[config.mk]
export PLATFORM = sky130hd
export DESIGN_NAME = port_list_range_parser_top
export DESIGN_NICKNAME = d
export VERILOG_FILES = /design/src/rtl/core/plr_pkg.sv /design/src/rtl/core/plr_apb_regs.sv /design/src/rtl/core/plr_step.sv /design/src/rtl/core/plr_fifo.sv /design/src/rtl/core/port_list_range_parser_top.sv
export SDC_FILE = /design/constraint.sdc
export NUM_CORES = 1
export LEC_CHECK = 0
export BUFFER_PORTS_ARGS = -buffer_cell sky130_fd_sc_hd__buf_2
export CORE_MARGIN = 5
export CORE_UTILIZATION = 45
export CTS_CLUSTER_DIAMETER = 80
export CTS_CLUSTER_SIZE = 16
export DETAILED_ROUTE_END_ITERATION = 16
export PLACE_DENSITY = 0.64
export SLEW_MARGIN = 40
export SYNTH_ARGS = -nofsm -noshare
export SYNTH_HDL_FRONTEND = slang
export SYNTH_SLANG_ARGS = --single-unit
[constraint.sdc]
create_clock -name clk_i -period 11.9 [get_ports clk_i]
set_clock_uncertainty 0.15 [all_clocks]
set_input_delay 3.57 -clock clk_i [delete_from_list [all_inputs] [get_ports clk_i]]
set_output_delay 3.57 -clock clk_i [all_outputs]
set_load 0.03 [all_outputs]
[src/rtl/core/plr_pkg.sv]
// Port list range parser: shared constants, phase codes and the result type.
// No dependencies; every other file of the block imports this package.
`timescale 1ns / 1ps
`default_nettype none

package plr_pkg;

  localparam int unsigned PLR_PORT_COUNT_DEF = 65536;
  localparam int unsigned RANGE_W            = 16;

  // configuration port
  localparam int unsigned PLR_ADDR_W    = 3;
  localparam int unsigned PLR_DATA_W    = 32;
  localparam logic [0:0]  REG_SEPARATOR = 1'b0;
  localparam logic [7:0]  SEP_RESET     = 8'd44;

  // character codes
  localparam logic [7:0] CH_DASH  = 8'h2D;
  localparam logic [7:0] CH_SPACE = 8'h20;
  localparam logic [7:0] CH_TAB   = 8'h09;
  localparam logic [7:0] CH_ZERO  = 8'h30;
  localparam logic [7:0] CH_NINE  = 8'h39;

  // parse phases
  localparam logic [2:0] PH_INIT     = 3'd0;
  localparam logic [2:0] PH_FIRST    = 3'd1;
  localparam logic [2:0] PH_FIRST_SP = 3'd2;
  localparam logic [2:0] PH_DASH     = 3'd3;
  localparam logic [2:0] PH_LAST     = 3'd4;
  localparam logic [2:0] PH_LAST_SP  = 3'd5;
  localparam logic [2:0] PH_SEP      = 3'd6;

  // result queue
  localparam int unsigned FIFO_DEPTH = 4;
  localparam int unsigned FIFO_PTR_W = 2;
  localparam int unsigned FIFO_CNT_W = 3;

  typedef struct packed {
    logic [RANGE_W-1:0] first;
    logic [RANGE_W-1:0] last;
    logic               valid;
    logic               err;
    logic               done;
  } plr_result_t;

endpackage

`default_nettype wire

[src/rtl/core/plr_apb_regs.sv]
// Port list range parser: APB register holding the separator character.
// Depends on plr_pkg.
`timescale 1ns / 1ps
`default_nettype none

module plr_apb_regs (
  input  wire logic                            clk_i,
  input  wire logic                            rst_ni,
  input  wire logic                            psel,
  input  wire logic                            penable,
  input  wire logic                            pwrite,
  input  wire logic [plr_pkg::PLR_ADDR_W-1:0]  paddr,
  input  wire logic [plr_pkg::PLR_DATA_W-1:0]  pwdata,
  output      logic [plr_pkg::PLR_DATA_W-1:0]  prdata,
  output      logic                            pready,
  output      logic [7:0]                      sep_char_o
);
  import plr_pkg::*;

  logic [7:0] sep_q;
  logic       sel_sep;

  assign sel_sep = (paddr[PLR_ADDR_W-1:2] == REG_SEPARATOR);

  always_ff @(posedge clk_i or negedge rst_ni) begin
    if (!rst_ni) begin
      sep_q <= SEP_RESET;
    end else if (psel && penable && pwrite && sel_sep) begin
      sep_q <= pwdata[7:0];
    end
  end

  always_comb begin
    prdata = '0;
    if (sel_sep) begin
      prdata = PLR_DATA_W'(sep_q);
    end
  end

  assign pready     = 1'b1;
  assign sep_char_o = sep_q;

endmodule

`default_nettype wire

[src/rtl/core/plr_step.sv]
// Port list range parser: next-state and result logic for one character.
// Depends on plr_pkg.
`timescale 1ns / 1ps
`default_nettype none

module plr_step #(
  parameter int unsigned PORT_COUNT = plr_pkg::PLR_PORT_COUNT_DEF,
  parameter int unsigned ACC_W      = $clog2(PORT_COUNT)
) (
  input  wire logic [2:0]         phase_i,
  input  wire logic [ACC_W-1:0]   sacc_i,
  input  wire logic [ACC_W-1:0]   eacc_i,
  input  wire logic               failed_i,
  input  wire logic [7:0]         char_i,
  input  wire logic               eot_i,
  input  wire logic [7:0]         sep_char_i,
  output      logic [2:0]         phase_o,
  output      logic [ACC_W-1:0]   sacc_o,
  output      logic [ACC_W-1:0]   eacc_o,
  output      logic               failed_o,
  output      logic [1:0]         res_cnt_o,
  output      plr_pkg::plr_result_t res0_o,
  output      plr_pkg::plr_result_t res1_o
);
  import plr_pkg::*;

  localparam int unsigned MUL_W = ACC_W + 4;
  localparam logic [ACC_W-1:0] TOP_PORT = ACC_W'(PORT_COUNT - 1);

  logic             is_digit;
  logic             is_blank;
  logic             is_sep;
  logic             is_dash;
  logic [ACC_W-1:0] dval;
  logic [ACC_W-1:0] mul_src;
  logic [MUL_W-1:0] mul_v;
  logic             over;

  logic [2:0]       n_phase;
  logic [ACC_W-1:0] n_sacc;
  logic [ACC_W-1:0] n_eacc;
  logic             n_fail;
  logic             sep_emit;
  logic [ACC_W-1:0] sep_first;
  logic [ACC_W-1:0] sep_last;
  logic [ACC_W-1:0] fin_first;
  logic [ACC_W-1:0] fin_last;
  logic             fin_fail;
  plr_result_t      sep_res;
  plr_result_t      fin_res;

  assign is_digit = char_i inside {[CH_ZERO:CH_NINE]};
  assign is_blank = (char_i == CH_SPACE) || (char_i == CH_TAB);
  assign is_sep   = (char_i == sep_char_i);
  assign is_dash  = (char_i == CH_DASH);
  assign dval     = ACC_W'(char_i[3:0]);

  assign mul_src = (phase_i == PH_LAST) ? eacc_i : sacc_i;
  assign mul_v   = (MUL_W'(mul_src) << 3) + (MUL_W'(mul_src) << 1) + MUL_W'(char_i[3:0]);
  assign over    = mul_v > MUL_W'(TOP_PORT);

  always_comb begin
    n_phase   = phase_i;
    n_sacc    = sacc_i;
    n_eacc    = eacc_i;
    n_fail    = failed_i;
    sep_emit  = 1'b0;
    sep_first = sacc_i;
    sep_last  = sacc_i;
    if (!failed_i) begin
      case (phase_i)
        PH_FIRST: begin
          if (is_digit) begin
            if (over) n_fail = 1'b1;
            else n_sacc = mul_v[ACC_W-1:0];
          end else if (is_sep) begin
            sep_emit = 1'b1;
            n_phase  = PH_SEP;
          end else if (is_dash) begin
            n_phase = PH_DASH;
          end else if (is_blank) begin
            n_phase = PH_FIRST_SP;
          end else begin
            n_fail = 1'b1;
          end
        end
        PH_FIRST_SP: begin
          if (is_sep) begin
            sep_emit = 1'b1;
            n_phase  = PH_SEP;
          end else if (is_dash) begin
            n_phase = PH_DASH;
          end else if (!is_blank) begin
            n_fail = 1'b1;
          end
        end
        PH_DASH: begin
          if (is_digit) begin
            n_eacc  = dval;
            n_phase = PH_LAST;
          end else if (is_sep) begin
            sep_emit = 1'b1;
            sep_last = TOP_PORT;
            n_phase  = PH_SEP;
          end else if (!is_blank) begin
            n_fail = 1'b1;
          end
        end
        PH_LAST, PH_LAST_SP: begin
          if (is_digit && (phase_i == PH_LAST)) begin
            if (over) n_fail = 1'b1;
            else n_eacc = mul_v[ACC_W-1:0];
          end else if (is_sep) begin
            if (sacc_i <= eacc_i) begin
              sep_emit = 1'b1;
              sep_last = eacc_i;
              n_phase  = PH_SEP;
            end else begin
              n_fail = 1'b1;
            end
          end else if (is_blank) begin
            n_phase = PH_LAST_SP;
          end else begin
            n_fail = 1'b1;
          end
        end
        default: begin
          if (is_digit) begin
            n_sacc  = dval;
            n_phase = PH_FIRST;
          end else if (is_dash) begin
            n_sacc  = '0;
            n_phase = PH_DASH;
          end else if (!is_blank) begin
            n_fail = 1'b1;
          end
        end
      endcase
    end

    fin_first = '0;
    fin_last  = '0;
    fin_fail  = n_fail;
    if (!n_fail) begin
      case (n_phase)
        PH_FIRST, PH_FIRST_SP: begin
          fin_first = n_sacc;
          fin_last  = n_sacc;
        end
        PH_DASH: begin
          fin_first = n_sacc;
          fin_last  = TOP_PORT;
        end
        PH_LAST, PH_LAST_SP: begin
          if (n_sacc <= n_eacc) begin
            fin_first = n_sacc;
            fin_last  = n_eacc;
          end else begin
            fin_fail = 1'b1;
          end
        end
        PH_SEP: begin
          fin_fail = 1'b1;
        end
        default: begin
          fin_first = '0;
          fin_last  = TOP_PORT;
        end
      endcase
    end
  end

  always_comb begin
    sep_res.first = RANGE_W'(sep_first);
    sep_res.last  = RANGE_W'(sep_last);
    sep_res.valid = 1'b1;
    sep_res.err   = 1'b0;
    sep_res.done  = 1'b0;
    fin_res.first = fin_fail ? '0 : RANGE_W'(fin_first);
    fin_res.last  = fin_fail ? '0 : RANGE_W'(fin_last);
    fin_res.valid = !fin_fail;
    fin_res.err   = fin_fail;
    fin_res.done  = 1'b1;
  end

  assign res0_o    = sep_emit ? sep_res : fin_res;
  assign res1_o    = fin_res;
  assign res_cnt_o = {1'b0, sep_emit} + {1'b0, eot_i};

  assign phase_o  = eot_i ? PH_INIT : n_phase;
  assign sacc_o   = eot_i ? '0 : n_sacc;
  assign eacc_o   = eot_i ? '0 : n_eacc;
  assign failed_o = eot_i ? 1'b0 : n_fail;

endmodule

`default_nettype wire

[src/rtl/core/plr_fifo.sv]
// Port list range parser: small result queue, up to two writes per cycle.
// Depends on plr_pkg.
`timescale 1ns / 1ps
`default_nettype none

module plr_fifo (
  input  wire logic                 clk_i,
  input  wire logic                 rst_ni,
  input  wire logic [1:0]           push_cnt_i,
  input  wire plr_pkg::plr_result_t push0_i,
  input  wire plr_pkg::plr_result_t push1_i,
  input  wire logic                 pop_i,
  output      logic                 room2_o,
  output      logic                 not_empty_o,
  output      plr_pkg::plr_result_t head_o
);
  import plr_pkg::*;

  plr_result_t           mem_q [FIFO_DEPTH];
  logic [FIFO_PTR_W-1:0] wr_ptr_q, wr_ptr_d;
  logic [FIFO_PTR_W-1:0] rd_ptr_q, rd_ptr_d;
  logic [FIFO_CNT_W-1:0] cnt_q, cnt_d;

  assign wr_ptr_d = wr_ptr_q + FIFO_PTR_W'(push_cnt_i);
  assign rd_ptr_d = rd_ptr_q + FIFO_PTR_W'(pop_i);
  assign cnt_d    = cnt_q + FIFO_CNT_W'(push_cnt_i) - FIFO_CNT_W'(pop_i);

  always_ff @(posedge clk_i or negedge rst_ni) begin
    if (!rst_ni) begin
      wr_ptr_q <= '0;
      rd_ptr_q <= '0;
      cnt_q    <= '0;
    end else begin
      wr_ptr_q <= wr_ptr_d;
      rd_ptr_q <= rd_ptr_d;
      cnt_q    <= cnt_d;
    end
  end

  always_ff @(posedge clk_i) begin
    if (push_cnt_i != 2'd0) begin
      mem_q[wr_ptr_q] <= push0_i;
    end
    if (push_cnt_i == 2'd2) begin
      mem_q[wr_ptr_q + FIFO_PTR_W'(1)] <= push1_i;
    end
  end

  assign room2_o     = cnt_q <= FIFO_CNT_W'(FIFO_DEPTH - 2);
  assign not_empty_o = cnt_q != '0;
  assign head_o      = mem_q[rd_ptr_q];

endmodule

`default_nettype wire

[src/rtl/core/port_list_range_parser_top.sv]
// Port list range parser: top level with input register, parse state and result queue.
// Depends on plr_pkg, plr_apb_regs, plr_step and plr_fifo.
`timescale 1ns / 1ps
`default_nettype none

// Takes a port-list text one character per beat and gives one inclusive port
// range per entry; a final beat with list_done set carries the last range or,
// for a malformed list, an error. An input beat is taken every cycle unless
// the input is stalled; it is captured in the input register, then the parse
// step runs and its results (at most two, when a separator is also the last
// character) enter a four-deep result queue. The input stalls only while the
// queue cannot take two more results, which with a steady output keeps one
// character per cycle. The separator character sits at byte address 0 of the
// register port; the user must write it only while the block is idle, and the
// block itself does not enforce this.
module port_list_range_parser_top #(
  parameter int unsigned PORT_COUNT = plr_pkg::PLR_PORT_COUNT_DEF
) (
  input  wire logic                           clk_i,
  input  wire logic                           rst_ni,
  input  wire logic                           psel,
  input  wire logic                           penable,
  input  wire logic                           pwrite,
  input  wire logic [plr_pkg::PLR_ADDR_W-1:0] paddr,
  input  wire logic [plr_pkg::PLR_DATA_W-1:0] pwdata,
  output      logic [plr_pkg::PLR_DATA_W-1:0] prdata,
  output      logic                           pready,
  input  wire logic                           in_valid_i,
  output      logic                           in_stall_o,
  input  wire logic [7:0]                     text_char_i,
  input  wire logic                           end_of_text_i,
  output      logic                           out_valid_o,
  input  wire logic                           out_stall_i,
  output      logic [plr_pkg::RANGE_W-1:0]    range_first_o,
  output      logic [plr_pkg::RANGE_W-1:0]    range_last_o,
  output      logic                           range_valid_o,
  output      logic                           parse_error_o,
  output      logic                           list_done_o
);
  import plr_pkg::*;

  localparam int unsigned ACC_W = $clog2(PORT_COUNT);

  logic [7:0]       sep_char;
  logic             in_vld_q;
  logic [7:0]       char_q;
  logic             eot_q;
  logic             room2;
  logic             proc_go;

  logic [2:0]       phase_q, phase_d;
  logic [ACC_W-1:0] sacc_q, sacc_d;
  logic [ACC_W-1:0] eacc_q, eacc_d;
  logic             failed_q, failed_d;
  logic [1:0]       res_cnt;
  logic [1:0]       push_cnt;
  plr_result_t      res0;
  plr_result_t      res1;
  plr_result_t      head;
  logic             not_empty;

  plr_apb_regs u_regs (
    .clk_i      (clk_i),
    .rst_ni     (rst_ni),
    .psel       (psel),
    .penable    (penable),
    .pwrite     (pwrite),
    .paddr      (paddr),
    .pwdata     (pwdata),
    .prdata     (prdata),
    .pready     (pready),
    .sep_char_o (sep_char)
  );

  assign proc_go    = in_vld_q && room2;
  assign in_stall_o = in_vld_q && !room2;

  always_ff @(posedge clk_i or negedge rst_ni) begin
    if (!rst_ni) begin
      in_vld_q <= 1'b0;
    end else if (!in_stall_o) begin
      in_vld_q <= in_valid_i;
    end
  end

  always_ff @(posedge clk_i) begin
    if (in_valid_i && !in_stall_o) begin
      char_q <= text_char_i;
      eot_q  <= end_of_text_i;
    end
  end

  plr_step #(
    .PORT_COUNT (PORT_COUNT),
    .ACC_W      (ACC_W)
  ) u_step (
    .phase_i    (phase_q),
    .sacc_i     (sacc_q),
    .eacc_i     (eacc_q),
    .failed_i   (failed_q),
    .char_i     (char_q),
    .eot_i      (eot_q),
    .sep_char_i (sep_char),
    .phase_o    (phase_d),
    .sacc_o     (sacc_d),
    .eacc_o     (eacc_d),
    .failed_o   (failed_d),
    .res_cnt_o  (res_cnt),
    .res0_o     (res0),
    .res1_o     (res1)
  );

  always_ff @(posedge clk_i or negedge rst_ni) begin
    if (!rst_ni) begin
      phase_q  <= PH_INIT;
      sacc_q   <= '0;
      eacc_q   <= '0;
      failed_q <= 1'b0;
    end else if (proc_go) begin
      phase_q  <= phase_d;
      sacc_q   <= sacc_d;
      eacc_q   <= eacc_d;
      failed_q <= failed_d;
    end
  end

  assign push_cnt = proc_go ? res_cnt : 2'd0;

  plr_fifo u_fifo (
    .clk_i       (clk_i),
    .rst_ni      (rst_ni),
    .push_cnt_i  (push_cnt),
    .push0_i     (res0),
    .push1_i     (res1),
    .pop_i       (not_empty && !out_stall_i),
    .room2_o     (room2),
    .not_empty_o (not_empty),
    .head_o      (head)
  );

  assign out_valid_o   = not_empty;
  assign range_first_o = head.first;
  assign range_last_o  = head.last;
  assign range_valid_o = head.valid;
  assign parse_error_o = head.err;
  assign list_done_o   = head.done;

endmodule

`default_nettype wire
==> summary.md, run 1 <==
| Metric | Value |
|---|---|
| HP Class | reg -> reg |
| Critical Path Fanout Max | 28 |
| Pin count of the biggest net entering global routing | 53 |
| CP Depth | 25 |
| Drt pass-1 iters | 5 |
| Synthesis Warnings | 0 |
| Congestion Overflow GR | 0 |
| Tot Pwr | 2.87 mW |
| HPWL Detailed | 25.7 mm |
| Vias in the first global route | 9873 |
| Post-CTS setup buffer count | 0 |
| Gr usage total | 0.220 |
| WP data arrival | 9.62 ns |
| Largest family of logic cells by synthesized area | compound AO/OA/AOI/OAI gates |
| CTS clk-pin slew, worst paths | 0.07 ns |
| IO Pins | 121 |
| Net switching power | 1.26 mW |
| Starting Density | 0.458 |
| Number of clock sinks | 201 |
| Post-Synth Simple-Gate Area | 0.111 |
| Core footprint | 0.0280 mm^2 |
| Slew HR | 0.398 |
| Max VDD drop | 0.000114 V |
| Buf/Inv on CP | 3 |
| Async SR Flop Fraction | 0.259 |
| Post-synth top area cell | edfxtp_1 |
| Worst path top cell family by delay | compound AO/OA/AOI/OAI gates |
| Switching part of the total power | 0.439 |
| CP Class | reg -> reg |
| Largest stage delay on the critical path | 0.77 ns |
| Status | completed |
| Ys flop type | edfxtp_1 |
| Multiplexer share of the synthesized area | 0.0692 |
| Clk_lat worst skew | 0.49 ns |
| Port-buffer cells | 69 |
| FF-to-FF path depth | 25 |
| CTS tree | built |
| Full die area | 0.0320 mm^2 |
| Maximum clock frequency | 106 MHz |
| Crit path from | phase_q[0]$_DFFE_PN0P_ |
| Post-cts gate resize count | 0 |
| Die Span Y | 179 um |
| Synth area leaders | edfxtp_1 (34%), dfrtp_1 (9.6%), ha_1 (6.7%), mux4_2 (6.1%), o22ai_1 (4.4%) |
| Comb pwr share | 0.487 |
| Period Utilization, post-route | 0.796 |
| Routed wire length | 35.6 mm |
| Area growth, synth to finish | 8.00% |
| Top-area cell type share of the netlist area | 0.339 |
| Drt drc | 0 |
| Hold_buf cts | 0 |
| Vias | 10351 |
| Reg-to-reg startpoint | phase_q[0]$_DFFE_PN0P_ |
| Int Power | 1.61 mW |
| Pwr/cell area | 207 mW/mm^2 |
| CP startpoint kind | flip-flop |
| CP endpoint kind | flip-flop |
| Max-slew violation count | 0 |
| Number of synthesized register bits | 201 |
| Final worst path period need | 9.47 ns |
| Htree depth | 1 |
| Initial antenna violation count | 0 |
| Register area share after synthesis | 0.447 |
| Final antenna-violating net count | 0 |
| CTS root buffer | clkbuf_16 |
| Clk network pwr share | 0.186 |
| Max-cap violations | 0 |
| Final Wtd Congestion | 0.950 |
| Drt wl/cell | 21.6 um |
| TritonCTS Buffers | 17 |
| Sequential Power Share | 0.326 |
| Via density | 6.27 |
| Critical-path top delay cell | o311ai_0 |
| Synthesized area | 0.0128 mm^2 |
| Finished Layout Cells | 1651 |
| Worst Hold Launch | u_fifo.cnt_q[2]$_DFF_PN0_ |
| Final Hold Fails | 0 |
| Complex-gate fraction of the synthesized area | 0.221 |
| Post-synthesis cell type count | 78 |
| Number of diodes | 0 |
| Final nets | 1385 |
| Share of layout cells above drive strength 1 | 0.153 |
| Die width | 179 um |
| Crit path required time | 12.05 ns |
| Mapped Cells | 1246 |
| Clock Path Buffers | 3 |
| First-pass GRT wire length | 56.0 mm |
| Rows | 61 |
| Post-synthesis xor/xnor area fraction | 0.0184 |
| Final setup viols | 0 |
| Fin Setup TNS | 0 ns |
| Leak | 5.22 nW |
| Post-synth EDFFs | 145 |
| Least-Margin Pin Slew | 0.900 ns |
| RSZ-0062 raised after global routing | no |
| Syn_area_per_cell | 10.3 um^2 |
| Post-Place Cells | 1620 |
| Hold depth | 1 |
| Adder-Cell Fraction of Synth Area | 0.0719 |
| Drt first-iter violations | 1304 |
-- per-stage QoR --
stage,hold slack (ns),area (um^2),worst slack [ns],util
after floorplan,0.310,12900,4.18,-
after global placement,0.331,13300,1.91,0.475
after detailed placement,0.333,13300,2.44,0.476
after CTS,0.347,13800,2.36,0.494
after global routing,0.359,13900,1.95,0.495
final,0.340,13900,2.43,0.495
-- final cells by class --
| class | instances | area (um^2) |
|---|---|---|
| clock buffers | 27 | 473 |
| fillers | 2530 | 14100 |
| clock inverters | 3 | 33.8 |
| multi-input cells | 898 | 6470 |
| inverters | 62 | 233 |
| repair buffers | 82 | 437 |
| flip-flops and latches | 201 | 5740 |
| well taps | 378 | 473 |
-- registers in the layout (all words and copies together) (netlist names) --
signal and flops:
phase_q 3, sacc_q 16, u_fifo.mem_q 140, failed_q 1, u_fifo.wr_ptr_q 2, u_fifo.rd_ptr_q 2
u_regs.sep_char_o 8, eot_q 1, u_fifo.cnt_q 3, in_vld_q 1, char_q 8, eacc_q 16
-- routing by layer --
metal,vias up,track usage,part of all wire
li1,4760,-,-
met1,5037,0.320,0.43
met2,507,0.349,0.46
met3,47,0.0384,0.090
met4,0,0.0467,0.018
met5,-,0,0
-- path summary, 6_finish.rpt --
path                            slack [ns]                      endpoint
worst min-delay path                  0.34     u_fifo.cnt_q[2]$_DFF_PN0_
worst max register to register        2.43  u_fifo.mem_q[1][4]$_DFFE_PP_
worst max-delay path                  2.43  u_fifo.mem_q[1][4]$_DFFE_PP_
worst min register to register        0.34     u_fifo.cnt_q[2]$_DFF_PN0_
max in group asynchronous             8.04          failed_q$_DFFE_PN0P_
min in group asynchronous             3.05  u_fifo.rd_ptr_q[1]$_DFF_PN0_
-- cell usage in the layout, fill, tap and decap left out, types with 14 or more instances in the layout --
cell       synthesis  routed
a22oi_1           23      23
nor2_1            57      54
a21o_1            17      17
dfrtp_1           49      47
a21oi_1           58      57
ha_1              69      69
edfxtp_1         145     145
o21ai_1           36      36
xnor2_1           21      21
a221oi_1          15      15
o21ai_0           79      79
buf_2             11      69
clkbuf_16          0      17
mux4_2            35      35
nand3_1           18      18
o22ai_1           91      91
conb_1             2      25
nand2_1          131     129
inv_1             61      61
nand4_1           14      14
-- cell families after synthesis --
kind of cell,after synthesis
AOI/OAI and AO/OA,429
xor gates and xnor gates,27
adders and majority gates,72
and+or+nand+nor,301
muxes,44
other,2
DFF,201
buffers and inverters,170
-- power by group through the flow --
stage	Clock (mW)	Combinational [mW]	Sequential, mW
after global routing	0.571	1.51	0.945
after CTS	0.546	1.38	0.932
after global placement	0	1.36	0.943
after floorplan	0	1.06	0.897
after detailed placement	0	1.38	0.947
final	0.534	1.40	0.935
-- cell usage after synthesis (all sizes together) (5+ instances only) --
master	count
xor2	6
o31ai	5
o211ai	11
a211oi	7
nand4	14
or3	8
nor2b	13
or2	13
buf	45
nor4	6
a221oi	18
nand3	18
a22oi	23
nand2	131
o221ai	6
a21oi	66
dfrtp	49
a221o	12
mux4	35
a31oi	5
a21o	17
or4	5
and2	7
xnor2	21
o21a	11
mux2	8
o21ai	115
nor2	57
clkbuf	63
nor3	9
edfxtp	145
o22ai	91
a21boi	6
inv	61
ha	69
a22o	9
nand2b	9
(Power assumes the default switching activity.)
==> run 2: changes to the inputs <==
- clock period: 11.9 -> 9 ns (I/O delays scaled with it)
==> run 2 against run 1 <==
Sequential power rose by 32%. Worst hold slack better by 0.0062 ns. Critical path depth grew 4. Cell count rose by 1.6%. Clock power up 28%. Via count up 1.6%. Power up 32%. Critical path type unchanged. Largest cell class unchanged.
==> summary.md, run 2 (synthesis results as in run 1) <==
| Metric | Value |
|---|---|
| Hold_buf cts | 0 |
| Number of clock sinks | 201 |
| Fin Setup TNS | 0 ns |
| Commonest non-fill, non-tap cell in the layout | edfxtp_1 |
| Vias in the first global route | 9982 |
| Pin count of the biggest net entering global routing | 53 |
| Clk_lat worst skew | 0.49 ns |
| Fin Hold WS | 0.346 ns |
| Drt drc | 0 |
| IO Pins | 121 |
| Leak | 5.34 nW |
| Regs by FF count | u_fifo.mem_q: 140 flops, eacc_q: 16 flops, sacc_q: 16 flops |
| R2R Path End | u_fifo.mem_q[1][25]$_DFFE_PP_ |
| Via density | 6.27 |
| Period Utilization, post-route | 0.927 |
| Post-CTS setup buffer count | 0 |
| Final Hold Fails | 0 |
| Footprint of the multi-input gates | 0.00645 mm^2 |
| CP startpoint kind | flip-flop |
| Max VDD drop | 0.000150 V |
| Post-route cell area | 0.0140 mm^2 |
| Fillers | 2545 |
| Maximum clock frequency | 120 MHz |
| Final nets | 1412 |
| Status | completed |
| Die width | 179 um |
| Final worst path period need | 8.35 ns |
| Post-cts gate resize count | 0 |
| Crit path required time | 9.14 ns |
| Worst Hold Launch | u_fifo.cnt_q[2]$_DFF_PN0_ |
| Drt first-iter violations | 1168 |
| Top reg by flops | u_fifo.mem_q |
| Initial antenna violation count | 0 |
| Share of layout cells above drive strength 1 | 0.169 |
| Area growth, synth to finish | 9.37% |
| Slew HR | 0.437 |
| Final Wtd Congestion | 0.953 |
| HP Class | reg -> reg |
| First-pass GRT wire length | 56.3 mm |
| Htree depth | 1 |
| Drt pass-1 iters | 7 |
| CTS clk-pin slew, worst paths | 0.07 ns |
| TritonCTS Buffers | 16 |
| Register-to-register setup slack | 0.65 ns |
| Pwr/cell area | 270 mW/mm^2 |
| WP data arrival | 8.49 ns |
| Post-Place Cells | 1649 |
| Most frequent cells in the layout | edfxtp_1 (145), nand2_1 (127), o22ai_1 (91), o21ai_0 (79) |
| CP endpoint kind | flip-flop |
| Routed wire length | 36.2 mm |
| Max-slew violation count | 0 |
| Core footprint | 0.0280 mm^2 |
| Die Span Y | 179 um |
| Drt wl/cell | 21.6 um |
| Critical Path Fanout Max | 14 |
| CTS tree | built |
| CTS root buffer | clkbuf_16 |
| Final core occ | 0.501 |
| Final setup viols | 0 |
| HPWL Detailed | 26.5 mm |
| Clock Path Buffers | 3 |
| Finished Layout Cells | 1677 |
| Starting Density | 0.458 |
| Hold Crit Endpoint | u_fifo.cnt_q[2]$_DFF_PN0_ |
| Port-buffer cells | 69 |
| RSZ-0062 raised after global routing | no |
| Number of diodes | 0 |
| Reg area | 0.00574 mm^2 |
| Largest stage delay on the critical path | 0.56 ns |
| Critical-path top delay cell | dfrtp_1 |
| Least-Margin Pin Slew | 0.842 ns |
| Number of flip-flops in the largest register | 140 |
| Final antenna-violating net count | 0 |
| Placed cell areas | 0.0136 mm^2 |
| Reg-to-reg startpoint | phase_q[1]$_DFFE_PN0P_ |
| FF-to-FF path depth | 29 |
| Vias | 10519 |
| Congestion Overflow GR | 0 |
| Max-cap violations | 0 |
| Rows | 61 |
| Hold depth | 1 |
| Gr usage total | 0.222 |
| Full die area | 0.0320 mm^2 |
| CP Class | reg -> reg |
-- run 2: worst max-delay path by stage --
| stage | cells past startpoint | end | from |
|---|---|---|---|
| after floorplan | 30 | u_fifo.mem_q[1][19]$_DFFE_PP_ | phase_q[1]$_DFFE_PN0P_ |
| after global placement | 29 | u_fifo.mem_q[0][7]$_DFFE_PP_ | phase_q[1]$_DFFE_PN0P_ |
| after detailed placement | 29 | u_fifo.mem_q[1][25]$_DFFE_PP_ | phase_q[1]$_DFFE_PN0P_ |
| after CTS | 29 | u_fifo.mem_q[1][25]$_DFFE_PP_ | phase_q[1]$_DFFE_PN0P_ |
| after global routing | 29 | u_fifo.mem_q[0][16]$_DFFE_PP_ | phase_q[1]$_DFFE_PN0P_ |
| final | 29 | u_fifo.mem_q[1][25]$_DFFE_PP_ | phase_q[1]$_DFFE_PN0P_ |
-- run 2: cell type report --
| cell class | count | area share |
|---|---|---|
| flip-flops and latches | 201 | 0.409 |
| repair buffers | 110 | 0.0474 |
| well taps | 378 | 0.0337 |
| clock inverters | 1 | 0.000624 |
| clock buffers | 27 | 0.0330 |
| inverters | 62 | 0.0166 |
| multi-input cells | 898 | 0.460 |
-- run 2: critical path: cells and delay by family, from the launching register on --
kind                       cells  cell delay [ns]
and+or+nand+nor                7             2.17
adders and majority gates      4             1.30
AOI/OAI and AO/OA             13             3.32
DFF                            1             0.56
buffers and inverters          5             0.64
-- run 2: per-stage QoR --
step | total power, mW | worst slack (ns)
2_1_floorplan | 2.59 | 1.85
3_3_place_gp | 3.07 | 0.902
3_5_place_dp | 3.10 | 0.852
4_1_cts | 3.77 | 0.789
5_1_grt | 3.98 | 0.0478
6_report | 3.79 | 0.655
-- run 2: power by group --
part	total, mW	leakage (nW)	internal (mW)	switching, mW
sequential	1.23	2.07	1.13	0.0989
clock	0.681	0.225	0.353	0.327
combinational	1.88	3.05	0.644	1.24
-- run 2: metal layers --
metal  GRT usage  wire (um)  up-vias
met2       0.359      16800      485
met1       0.327      16000     5178
met3      0.0253       2700       53
met4      0.0422        648        0
met5           0          0        -
li1            -          -     4803
